===== config.mk =====
export PLATFORM = sky130hd
export DESIGN_NAME = fsfla_front_flat
export DESIGN_NICKNAME = d
export VERILOG_FILES = /design/src/hdl/fsfla_pkg.sv /design/src/hdl/fsfla_intf.sv /design/src/hdl/fsfla_queue.sv /design/src/hdl/fsfla_front.sv /design/src/flat_wrapper.sv
export SDC_FILE = /design/constraint.sdc
export NUM_CORES = 1
export LEC_CHECK = 0
export BUFFER_PORTS_ARGS = -buffer_cell sky130_fd_sc_hd__buf_2
export CORE_AREA = 2 2 122 124
export CTS_CLUSTER_SIZE = 14
export DETAILED_ROUTE_END_ITERATION = 16
export DIE_AREA = 0 0 124 126
export PLACE_DENSITY_LB_ADDON = 0.08
export RECOVER_POWER = 50
export REMOVE_ABC_BUFFERS = 1
export SYNTH_ARGS = -nofsm -noshare
export SYNTH_HDL_FRONTEND = slang
export SYNTH_HIERARCHICAL = 1
export SYNTH_SLANG_ARGS = --single-unit
export TNS_END_PERCENT = 10

===== constraint.sdc =====
create_clock -name clk -period 6.1 [get_ports clk]
set_input_delay 0.305 -clock clk [delete_from_list [all_inputs] [get_ports clk]]
set_output_delay 0.305 -clock clk [all_outputs]
set_load 0.01 [all_outputs]

===== src/hdl/fsfla_pkg.sv =====
// Shared types and constants for the fixed-slot free-list allocator.
// No dependencies; every other file but fsfla_ram imports this package.
package fsfla_pkg;

  localparam int ADDR_W     = 48;
  localparam int SIZE_W     = 11;
  localparam int COUNT_W    = 13;
  localparam int STRIDE_W   = 11;
  localparam int IDX_OUT_W  = 12;
  localparam int REG_IDX_W  = 2;
  localparam int QUEUE_DEPTH = 2;

  localparam int SIZE_RESET  = 8;
  localparam int COUNT_RESET = 4096;
  localparam int MIN_SIZE    = 4;
  localparam int MAX_SIZE    = 1024;

  // reciprocal shift for the round-up of the slot size to the word alignment
  localparam int RECIP_SHIFT = 20;

  localparam logic [1:0] REQ_INIT    = 2'd0;
  localparam logic [1:0] REQ_ACQUIRE = 2'd1;
  localparam logic [1:0] REQ_RELEASE = 2'd2;

  localparam logic [1:0] ST_OK    = 2'd0;
  localparam logic [1:0] ST_EMPTY = 2'd1;
  localparam logic [1:0] ST_BAD   = 2'd2;

  localparam logic [REG_IDX_W-1:0] REG_BASE  = 2'd0;
  localparam logic [REG_IDX_W-1:0] REG_SIZE  = 2'd1;
  localparam logic [REG_IDX_W-1:0] REG_COUNT = 2'd2;

  typedef enum logic [1:0] {
    OP_INIT    = 2'd0,
    OP_ACQUIRE = 2'd1,
    OP_RELEASE = 2'd2,
    OP_NOP     = 2'd3
  } op_t;

  // classified request as it sits in the queue between front and back
  typedef struct packed {
    op_t               op;
    logic              below;  // release address under the pool base
    logic [ADDR_W-1:0] off;    // release address minus base
  } entry_t;

  typedef struct packed {
    logic [1:0]           status;
    logic [ADDR_W-1:0]    slot_address;
    logic [IDX_OUT_W-1:0] slot_index;
  } res_t;

endpackage


===== src/hdl/fsfla_intf.sv =====
// Channel interfaces: request, result and configuration write.
// Depends on fsfla_pkg for field widths.
interface fsfla_in_if import fsfla_pkg::*; ();
  logic              valid;
  logic              ready;
  logic [1:0]        req_type;
  logic [ADDR_W-1:0] release_address;

  modport source (output valid, output req_type, output release_address, input ready);
  modport sink   (input valid, input req_type, input release_address, output ready);
endinterface



===== src/hdl/fsfla_queue.sv =====
// Short FIFO of classified requests between front and back.
// Depends on fsfla_pkg for the entry type.
module fsfla_queue import fsfla_pkg::*; #(
  parameter int DEPTH = 2
) (
  input  logic   clk,
  input  logic   rst,
  input  logic   push,
  input  entry_t din,
  output logic   full,
  input  logic   pop,
  output entry_t dout,
  output logic   valid
);

  localparam int PTR_W  = (DEPTH > 1) ? $clog2(DEPTH) : 1;
  localparam int FILL_W = $clog2(DEPTH + 1);

  entry_t             slots [DEPTH];
  logic [PTR_W-1:0]   wr_ptr;
  logic [PTR_W-1:0]   rd_ptr;
  logic [FILL_W-1:0]  fill;

  assign full  = (fill == FILL_W'(DEPTH));
  assign valid = (fill != '0);
  assign dout  = slots[rd_ptr];

  always_ff @(posedge clk) begin
    if (rst) begin
      wr_ptr <= '0;
      rd_ptr <= '0;
      fill   <= '0;
    end else begin
      if (push) begin
        wr_ptr <= (wr_ptr == PTR_W'(DEPTH - 1)) ? '0 : wr_ptr + PTR_W'(1);
      end
      if (pop) begin
        rd_ptr <= (rd_ptr == PTR_W'(DEPTH - 1)) ? '0 : rd_ptr + PTR_W'(1);
      end
      fill <= fill + FILL_W'(push) - FILL_W'(pop);
    end
  end

  always_ff @(posedge clk) begin
    if (push) begin
      slots[wr_ptr] <= din;
    end
  end

endmodule


===== src/hdl/fsfla_front.sv =====
// Front end: accepts requests, decodes the type, precomputes the release offset.
// Depends on fsfla_pkg, fsfla_intf and fsfla_queue.
module fsfla_front import fsfla_pkg::*; (
  input  logic              clk,
  input  logic              rst,
  fsfla_in_if.sink          request,
  input  logic [ADDR_W-1:0] base,
  output entry_t            entry,
  output logic              entry_valid,
  input  logic              pop
);

  entry_t ent;
  logic   full;
  logic   push;

  always_comb begin
    case (request.req_type)
      REQ_INIT:    ent.op = OP_INIT;
      REQ_ACQUIRE: ent.op = OP_ACQUIRE;
      REQ_RELEASE: ent.op = OP_RELEASE;
      default:     ent.op = OP_NOP;
    endcase
    ent.off   = request.release_address - base;
    ent.below = (request.release_address < base);
  end

  assign request.ready = !full;
  assign push          = request.valid && !full;

  fsfla_queue #(.DEPTH(QUEUE_DEPTH)) u_queue (
    .clk   (clk),
    .rst   (rst),
    .push  (push),
    .din   (ent),
    .full  (full),
    .pop   (pop),
    .dout  (entry),
    .valid (entry_valid)
  );

endmodule


===== src/flat_wrapper.sv =====
// flat-port wrapper written by rule: the top's interface ports become plain ports
module fsfla_front_flat import fsfla_pkg::*;
  (clk, rst, base, entry, entry_valid, pop, request_valid, request_req_type, request_release_address, request_ready);
  fsfla_in_if request_i ();
  input  logic clk;
  input  logic rst;
  input  logic [ADDR_W-1:0] base;
  output entry_t entry;
  output logic entry_valid;
  input  logic pop;
  input wire logic [$bits(request_i.valid)-1:0] request_valid;
  input wire logic [$bits(request_i.req_type)-1:0] request_req_type;
  input wire logic [$bits(request_i.release_address)-1:0] request_release_address;
  output wire logic [$bits(request_i.ready)-1:0] request_ready;
  assign request_i.valid = request_valid;
  assign request_i.req_type = request_req_type;
  assign request_i.release_address = request_release_address;
  assign request_ready = request_i.ready;
  fsfla_front u_core (.clk(clk), .rst(rst), .request(request_i), .base(base), .entry(entry), .entry_valid(entry_valid), .pop(pop));
endmodule

==> results.sh, run 1 <==
export IMPL_hpwl_mm=10.6
export IMPL_relSlewSlack_pct=-90.9
export IMPL_synth_top_area_share_pct=44.0
export IMPL_outcome="finished, violations left"
export IMPL_synth_seq_cells=107
export IMPL_postLayoutCoreUtil_pct=55.5
export IMPL_regArea_um2=3160
export IMPL_ys_async_sr_fraction_pct=0
export IMPL_arrival_ps=3750
export IMPL_synth_largest_area_cell="edfxtp_1"
export IMPL_vias=4899
export IMPL_critPathLaunchType="register"
export IMPL_finalSetupViolCount=0
export IMPL_cts_buffer_depth=2
export IMPL_crit_required_ps=6020
export IMPL_drv_slew=106
export IMPL_cts_resized_gates=0
export IMPL_end_kind="register"
export IMPL_drt_wl_total_mm=14.3
export IMPL_synth_edff_count=102
export IMPL_first_pass_iters=4
export IMPL_power_share_clock_pct=23.5
export IMPL_drv_cap=3
export IMPL_dieArea_um2=15600
export IMPL_mappedNetlistArea_um2=6960
export IMPL_nets=899
export IMPL_initial_core_util_pct=48.7
export IMPL_cts_tree="done"
export IMPL_p_per_area_nw_per_um2=291
export IMPL_clk_root_buffer_cell="clkbuf_16"
export IMPL_intPower_mw=1.60
export IMPL_synthTopCellsByCount="edfxtp_1, inv_1, ha_1, mux2_4, a21oi_1"
export IMPL_multi_input_area_um2=3270
export IMPL_cts_sinks=107
export IMPL_max_freq_mhz=261
export IMPL_seq_area_frac_synth_pct=45.4
export IMPL_place_gp_congestion=0.836
export IMPL_fin_area_um2=7950
export IMPL_diodes=0
export IMPL_first_global_vias=4914
export IMPL_portBuffers=154
export IMPL_placed_cell_area_um2=7820
export IMPL_yosys_warnings=6
export IMPL_final_cells=935
export IMPL_synth_most_common_cell="edfxtp_1"
export IMPL_dp_cells=919
export IMPL_worst_pin_slew_ps=2860
export IMPL_post_route_cells_drive_above_1_share_pct=26.0
export IMPL_post_drt_via_cell_ratio=5.24
export IMPL_rsz0062_at_grt="no"
export IMPL_cts_buffers=9
export IMPL_antenna_found_initial=0
export IMPL_synth_cell_types=59
export IMPL_path_clk_slew_ps=70
export IMPL_core_area_um2=14300
export IMPL_totalPowerFinal_mw=2.31
export IMPL_cts_setup_buffers=0
export IMPL_synth_ff_type="edfxtp_1"
export IMPL_worstSetupPathType="reg2reg"
export IMPL_num_rows=44
export IMPL_p_seq_share_pct=45.8
export IMPL_first_iter_violations=225
export IMPL_min_period_ps=3830
export IMPL_grt_overflow=0
export IMPL_syn_inst=600
export IMPL_p_sw_share_pct=30.6
export IMPL_flow_area_growth_from_synthesis_pct=14.1
export IMPL_path_max_fanout=37
export IMPL_hold_class="in2reg"
export IMPL_grt_usage_pct=18.8
export IMPL_nFillCells=1321
export IMPL_ir_worst_vdd_v=0.000189
export IMPL_postSynthAreaPerCell_um2=11.6
export IMPL_drcViolationCount=0
export IMPL_power_leakage_nw=3.54
export IMPL_grt_max_degree=52
export IMPL_finalClockSkew_ps=4.78
export IMPL_fin_tns_setup_ps=0
export IMPL_die_y_um=126
export IMPL_failed_checks="max-capacitance violations, max-slew violations"
export IMPL_drtAntennaViolNets=0
export IMPL_grt_pass1_wl_mm=23.0
export IMPL_switchingPower_uw=707
export IMPL_synth_top_cells_by_area="edfxtp_1, mux2_4, ha_1"
export IMPL_pwr_share_comb_pct=30.7
export IMPL_wire_per_inst_um=15.3
export IMPL_die_w_um=124
export IMPL_hold_viol=0
export IMPL_io_pins=155
export IMPL_clk_latency_ps=350
export IMPL_cts_max_level=3
export IMPL_period_share_pct=62.7
export IMPL_ctsHoldBuffers=0
==> registers in the layout, summed over array words and instances (netlist names), named ones only <==
| name | count |
|---|---|
| u_core/u_queue/wr_ptr | 1 |
| u_core/u_queue/fill | 2 |
| u_core/u_queue/slots | 102 |
| u_core/u_queue/rd_ptr | 1 |
==> worst max-delay path: stages, from the launching register on <==
cell,delay [ps]
dfxtp_1,330
nor2b_1,150
nor2b_1,260
and2_0,870
clkbuf_1,1770
==> cell usage in the layout, fill, tap and decap left out, drive strengths merged, types with 6 or more instances in the layout <==
master  count
xnor2      27
nor2b      13
inv        63
a21oi      52
clkbuf     14
edfxtp    102
nor2       26
a21o       29
nand2      29
ha         50
o31ai       6
nand4      10
o21ai      22
mux2       51
a31oi       7
nand3       9
buf       151
xor2       18
and3        7
==> routing by layer <==
metal,global-route usage [%],vias to the layer above,routed length [um]
li1,-,2486,-
met1,25.2,2294,6660
met2,31.6,109,6780
met3,2.90,10,644
met4,5.16,0,178
met5,0,-,0
==> path summary, 6_finish.rpt <==
path / start / to / cells past startpoint / slack, ps
min reg2reg: u_core/u_queue/rd_ptr / u_core/u_queue/rd_ptr / 2 / 510
max reg2reg: u_core/u_queue/fill[1] / u_core/u_queue/slots[1][49] / 4 / 2270
min: request_req_type[1] / u_core/u_queue/slots[0][50] / 1 / 150
max: u_core/u_queue/fill[1] / u_core/u_queue/slots[1][49] / 4 / 2270
==> power by group through the flow <==
stage          Combinational [mW]  Clock [mW]  Sequential, mW
3_5_place_dp                0.760           0            1.08
5_1_grt                     0.791       0.595            1.07
6_report                    0.710       0.544            1.06
2_1_floorplan               0.529           0            1.07
3_3_place_gp                0.750           0            1.08
4_1_cts                     0.764       0.564            1.07
==> layout make-up <==
type	count	share of cell area, %
clock buffer	9	2.83
sequential	107	39.8
multi-input combinational	411	41.2
timing repair buffer	156	9.78
clock inverter	7	0.645
tap	184	2.90
inverter	61	2.88
==> logic make-up after synthesis <==
logic type	after synthesis	synth area share [%]
buffers and inverters	82	5.82
xor gates and xnor gates	46	5.98
muxes	52	11.1
DFF	107	45.4
adders and majority gates	51	9.27
AOI/OAI and AO/OA	146	13.7
and+or+nand+nor	116	8.68
==> through the flow <==
| stage | hold WS (ps) | worst slack (ps) |
|---|---|---|
| 2_1_floorplan | 377 | 2650 |
| 3_3_place_gp | 489 | 2770 |
| 3_5_place_dp | 499 | 2650 |
| 4_1_cts | 137 | 3030 |
| 5_1_grt | 135 | 1900 |
| 6_report | 147 | 2270 |
Note: power is estimated with default switching activity, not from simulation.
==> run 2: changes to the inputs <==
==> constraint.sdc (replaced) <==
create_clock -name clk -period 3.3 [get_ports clk]
set_input_delay 0.165 -clock clk [delete_from_list [all_inputs] [get_ports clk]]
set_output_delay 0.165 -clock clk [all_outputs]
set_load 0.01 [all_outputs]
==> results.sh, run 2 (synthesis gave the netlist of run 1 again) <==
export IMPL_outcome="finished, violations left"
export IMPL_failed_checks="max-capacitance violations, max-slew violations"
export IMPL_postLayoutCoreUtil_pct=57.2
export IMPL_die_w_um=124
export IMPL_clk_latency_ps=350
export IMPL_drt_wl_total_mm=14.7
export IMPL_io_pins=155
export IMPL_rsz0062_at_grt="no"
export IMPL_drv_slew=52
export IMPL_grt_usage_pct=19.2
export IMPL_grt_max_degree=52
export IMPL_num_rows=44
export IMPL_ir_worst_vdd_v=0.000349
export IMPL_portBuffers=154
export IMPL_use_met1_pct=25.4
export IMPL_top_regs="u_core/u_queue/slots x102, u_core/u_queue/fill x2"
export IMPL_post_route_cells_drive_above_1_share_pct=30.1
export IMPL_period_share_pct=87.8
export IMPL_path_max_fanout=4
export IMPL_placed_cell_area_um2=7840
export IMPL_r2r_end="u_core/u_queue/slots[0][45]"
export IMPL_regArea_um2=3160
export IMPL_max_freq_mhz=345
export IMPL_first_pass_iters=4
export IMPL_cp_cell_sequence="buf_2, ha_1, fa_1, nor2b_1, o2111ai_1, a21oi_1, o311ai_0, o31ai_2, a21oi_2, o31a_1, nand3_1, o311ai_2"
export IMPL_end_kind="register"
export IMPL_grtUsageMet2_pct=32.2
export IMPL_slowest_delay_ps=400
export IMPL_reg2reg_from="u_core/u_queue/fill[1]"
export IMPL_cts_sinks=107
export IMPL_drv_cap=1
export IMPL_layout_common_cells="buf_2, edfxtp_1, inv_1, ha_1, a21oi_1"
export IMPL_min_period_ps=2900
export IMPL_finalClockSkew_ps=6.17
export IMPL_largest_register="u_core/u_queue/slots"
export IMPL_drcViolationCount=0
export IMPL_initial_core_util_pct=48.7
export IMPL_nets=902
export IMPL_final_cells=938
export IMPL_vias=4940
export IMPL_arrival_ps=2950
export IMPL_crit_required_ps=3350
export IMPL_hold_viol=0
export IMPL_path_clk_slew_ps=70
export IMPL_use_met3_pct=2.72
export IMPL_place_gp_congestion=0.828
export IMPL_p_per_area_nw_per_um2=571
export IMPL_finalSetupViolCount=0
export IMPL_fin_area_um2=8180
export IMPL_die_y_um=126
export IMPL_nFillCells=1279
export IMPL_largest_reg_flops=102
export IMPL_cts_buffers=9
export IMPL_dieArea_um2=15600
export IMPL_flow_area_growth_from_synthesis_pct=17.5
export IMPL_worstRegToRegCells=4
export IMPL_cts_buffer_depth=2
export IMPL_grt_overflow=0
export IMPL_clk_root_buffer_cell="clkbuf_16"
export IMPL_busiest_layer="met2"
export IMPL_relSlewSlack_pct=-19.4
export IMPL_min_path_cells=2
export IMPL_path_depth=12
export IMPL_cts_max_level=3
export IMPL_crit_path_top_delay_cell="fa_1"
export IMPL_worst_pin_slew_ps=1790
export IMPL_hold_start="rst"
export IMPL_wire_per_inst_um=15.6
export IMPL_first_global_vias=5018
export IMPL_core_area_um2=14300
export IMPL_hold_class="in2reg"
export IMPL_antenna_found_initial=0
export IMPL_post_drt_via_cell_ratio=5.27
export IMPL_r2r_slack_ps=780
export IMPL_cts_tree="done"
export IMPL_fin_tns_setup_ps=0
export IMPL_diodes=0
export IMPL_crit_buf_inv=1
export IMPL_grt_pass1_wl_mm=23.6
export IMPL_cts_resized_gates=0
export IMPL_multi_input_area_um2=3380
export IMPL_hpwl_mm=10.9
export IMPL_first_iter_violations=229
export IMPL_totalPowerFinal_mw=4.67
export IMPL_power_leakage_nw=3.70
export IMPL_worstSetupPathType="in2reg"
export IMPL_drtAntennaViolNets=0
export IMPL_dp_cells=921
export IMPL_mostFrequentLayoutCell="buf_2"
export IMPL_critPathLaunchType="input port"
export IMPL_crit_family="compound AO/OA/AOI/OAI gates"
run 2: power by group:
group | leakage (nW) | switching, mW | internal (mW)
logic | 2.54 | 0.736 | 0.666
registers | 0.992 | 0.102 | 1.87
clock network | 0.173 | 0.480 | 0.821
total | 3.70 | 1.32 | 3.35
run 2: layout make-up:
cell class | count | share of cell area, %
sequential | 107 | 38.7
clock inverter | 6 | 1.67
timing repair buffer | 159 | 9.91
clock buffer | 10 | 2.80
tap | 184 | 2.81
multi-input combinational | 411 | 41.3
inverter | 61 | 2.80
run 2: how the worst max path moves through the flow:
stage	from	endpoint	slack, ps
after floorplan	u_core/u_queue/fill[1]	u_core/u_queue/slots[0][0]	-150
after global placement	base[0]	u_core/u_queue/slots[0][46]	180
after detailed placement	base[0]	u_core/u_queue/slots[0][46]	40
after CTS	base[0]	u_core/u_queue/slots[1][46]	410
after global routing	request_release_address[0]	u_core/u_queue/slots[1][46]	220
final	base[0]	u_core/u_queue/slots[1][46]	400
run 2: through the flow:
stage	worst slack, ps	hold slack (ps)
2_1_floorplan	-150	237
3_3_place_gp	182	360
3_5_place_dp	41.0	366
4_1_cts	405	1.28
5_1_grt	219	23.5
6_report	402	29.5
run 2: per-layer routing:
| metal | vias up | share of wire, % |
|---|---|---|
| li1 | 2494 | - |
| met1 | 2322 | 47 |
| met2 | 110 | 48 |
| met3 | 14 | 3.6 |
| met4 | 0 | 1.4 |
| met5 | - | 0 |
run 2: timing repair:
action                                 CTS  global route
setup buffers                            0             0
hold buffers                             0             1
endpoints found under the hold margin    0             2
==> run 3: changes to the inputs <==
==> constraint.sdc (replaced) <==
create_clock -name clk -period 3.28 [get_ports clk]
set_input_delay 0.164 -clock clk [delete_from_list [all_inputs] [get_ports clk]]
set_output_delay 0.164 -clock clk [all_outputs]
set_load 0.01 [all_outputs]
==> results.sh, run 3 (synthesis gave the netlist of run 1 again) <==
export IMPL_largest_reg_flops=102
export IMPL_cts_resized_gates=0
export IMPL_min_period_ps=2880
export IMPL_post_place_ws_ps=46.5
export IMPL_mostFrequentLayoutCell="buf_2"
export IMPL_post_drt_via_cell_ratio=5.31
export IMPL_num_rows=44
export IMPL_ir_worst_vdd_v=0.000411
export IMPL_vias=4965
export IMPL_min_path_cells=1
export IMPL_place_gp_congestion=0.832
export IMPL_r2r_end="u_core/u_queue/slots[0][0]"
export IMPL_path_clk_slew_ps=70
export IMPL_rsz0062_at_grt="no"
export IMPL_die_y_um=126
export IMPL_top_regs="u_core/u_queue/slots x102, u_core/u_queue/fill x2"
export IMPL_path_max_fanout=4
export IMPL_use_met3_pct=3.17
export IMPL_cts_sinks=107
export IMPL_drcViolationCount=0
export IMPL_post_route_cells_drive_above_1_share_pct=30.2
export IMPL_finalClockSkew_ps=7.97
export IMPL_hpwl_mm=10.7
export IMPL_nets=901
export IMPL_placed_cell_area_um2=7830
export IMPL_worst_pin_slew_ps=1480
export IMPL_fin_area_um2=8090
export IMPL_cts_buffers=9
export IMPL_portBuffers=154
export IMPL_hold_class="in2reg"
export IMPL_postLayoutCoreUtil_pct=56.5
export IMPL_cp_startpoint="base[0]"
export IMPL_fin_ws_ps=402
export IMPL_cts_setup_buffers=0
export IMPL_grtUsageMet2_pct=32.2
export IMPL_diodes=0
export IMPL_io_pins=155
export IMPL_antenna_found_initial=0
export IMPL_first_iter_violations=248
export IMPL_first_global_vias=5016
export IMPL_period_share_pct=87.8
export IMPL_worstRegToRegCells=4
export IMPL_cts_max_level=3
export IMPL_drtAntennaViolNets=0
export IMPL_wire_per_inst_um=15.5
export IMPL_grt_overflow=0
export IMPL_dieArea_um2=15600
export IMPL_crit_required_ps=3340
export IMPL_hold_viol=0
export IMPL_die_w_um=124
export IMPL_p_per_area_nw_per_um2=547
export IMPL_cts_tree="done"
export IMPL_outcome="completed"
export IMPL_drv_slew=0
export IMPL_ctsHoldBuffers=0
export IMPL_max_freq_mhz=347
export IMPL_hold_start="request_req_type[0]"
export IMPL_end_kind="register"
export IMPL_drt_wl_total_mm=14.5
export IMPL_r2r_slack_ps=810
export IMPL_arrival_ps=2940
export IMPL_grt_pass1_wl_mm=23.5
export IMPL_finalSetupViolCount=0
export IMPL_totalPowerFinal_mw=4.43
export IMPL_clk_root_buffer_cell="clkbuf_16"
export IMPL_largest_register="u_core/u_queue/slots"
export IMPL_clk_latency_ps=350
export IMPL_initial_core_util_pct=48.7
export IMPL_worstSetupPathType="in2reg"
export IMPL_first_pass_iters=4
export IMPL_drv_cap=0
export IMPL_core_area_um2=14300
export IMPL_use_met1_pct=25.0
export IMPL_busiest_layer="met2"
export IMPL_grt_usage_pct=19.2
export IMPL_power_leakage_nw=3.67
export IMPL_layout_common_cells="buf_2, edfxtp_1, inv_1, ha_1, mux2_4"
export IMPL_cts_buffer_depth=2
export IMPL_reg2reg_from="u_core/u_queue/fill[1]"
export IMPL_flow_area_growth_from_synthesis_pct=16.1
export IMPL_grt_max_degree=52
export IMPL_hold_path_end="u_core/u_queue/slots[0][49]"
export IMPL_critPathLaunchType="input port"
export IMPL_relSlewSlack_pct=1.04
run 3: cell types whose count changed in the layout (fill, tap and decap cells not counted), sizes merged:
cell and delta:
clkinv +4, bufinv -3, buf -1, clkinvlp -1, dlygate4sd3 -1, inv -1
run 3: metal layers:
| metal | vias to the layer above | wire length, um |
|---|---|---|
| li1 | 2493 | - |
| met1 | 2327 | 6610 |
| met2 | 126 | 7000 |
| met3 | 19 | 635 |
| met4 | 0 | 273 |
| met5 | - | 0 |
run 3: how the worst max path moves through the flow:
stage / slack (ps) / depth (start not counted) / end
after floorplan: -170 / 3 / u_core/u_queue/slots[0][0]
after global placement: 170 / 12 / u_core/u_queue/slots[0][46]
after detailed placement: 50 / 12 / u_core/u_queue/slots[0][46]
after CTS: 410 / 12 / u_core/u_queue/slots[1][46]
after global routing: 170 / 13 / u_core/u_queue/slots[0][46]
final: 400 / 12 / u_core/u_queue/slots[1][46]
run 3: where the power goes:
group | internal [mW] | switching (mW)
registers | 1.89 | 0.105
logic | 0.667 | 0.737
clock network | 0.574 | 0.458
total | 3.13 | 1.30
run 3: cell type report:
cell class | instances | area [um2]
Fill cell | 1271 | 6230
Multi-Input combinational cell | 411 | 3400
Sequential cell | 107 | 3170
Timing Repair Buffer | 158 | 786
Tap cell | 184 | 230
Inverter | 61 | 229
Clock buffer | 9 | 225
Clock inverter | 5 | 46.3
run 3: stage by stage:
stage | TNS, ps | hold WS (ps) | instances
2_1_floorplan | -8690 | 236 | 579
3_3_place_gp | 0 | 358 | 921
3_5_place_dp | 0 | 366 | 921
4_1_cts | 0 | 2.71 | 935
5_1_grt | 0 | 13.9 | 935
6_report | 0 | 27.1 | 935
run 3: critical path, stage by stage:
cell and delay, ps:
buf_2 100, ha_1 220, fa_1 400, nor2b_1 190, o2111ai_1 160, a21oi_1 320, o311ai_0 270, o31ai_2 350
a21oi_2 140, o31a_1 370, nand3_1 140, o311ai_2 110
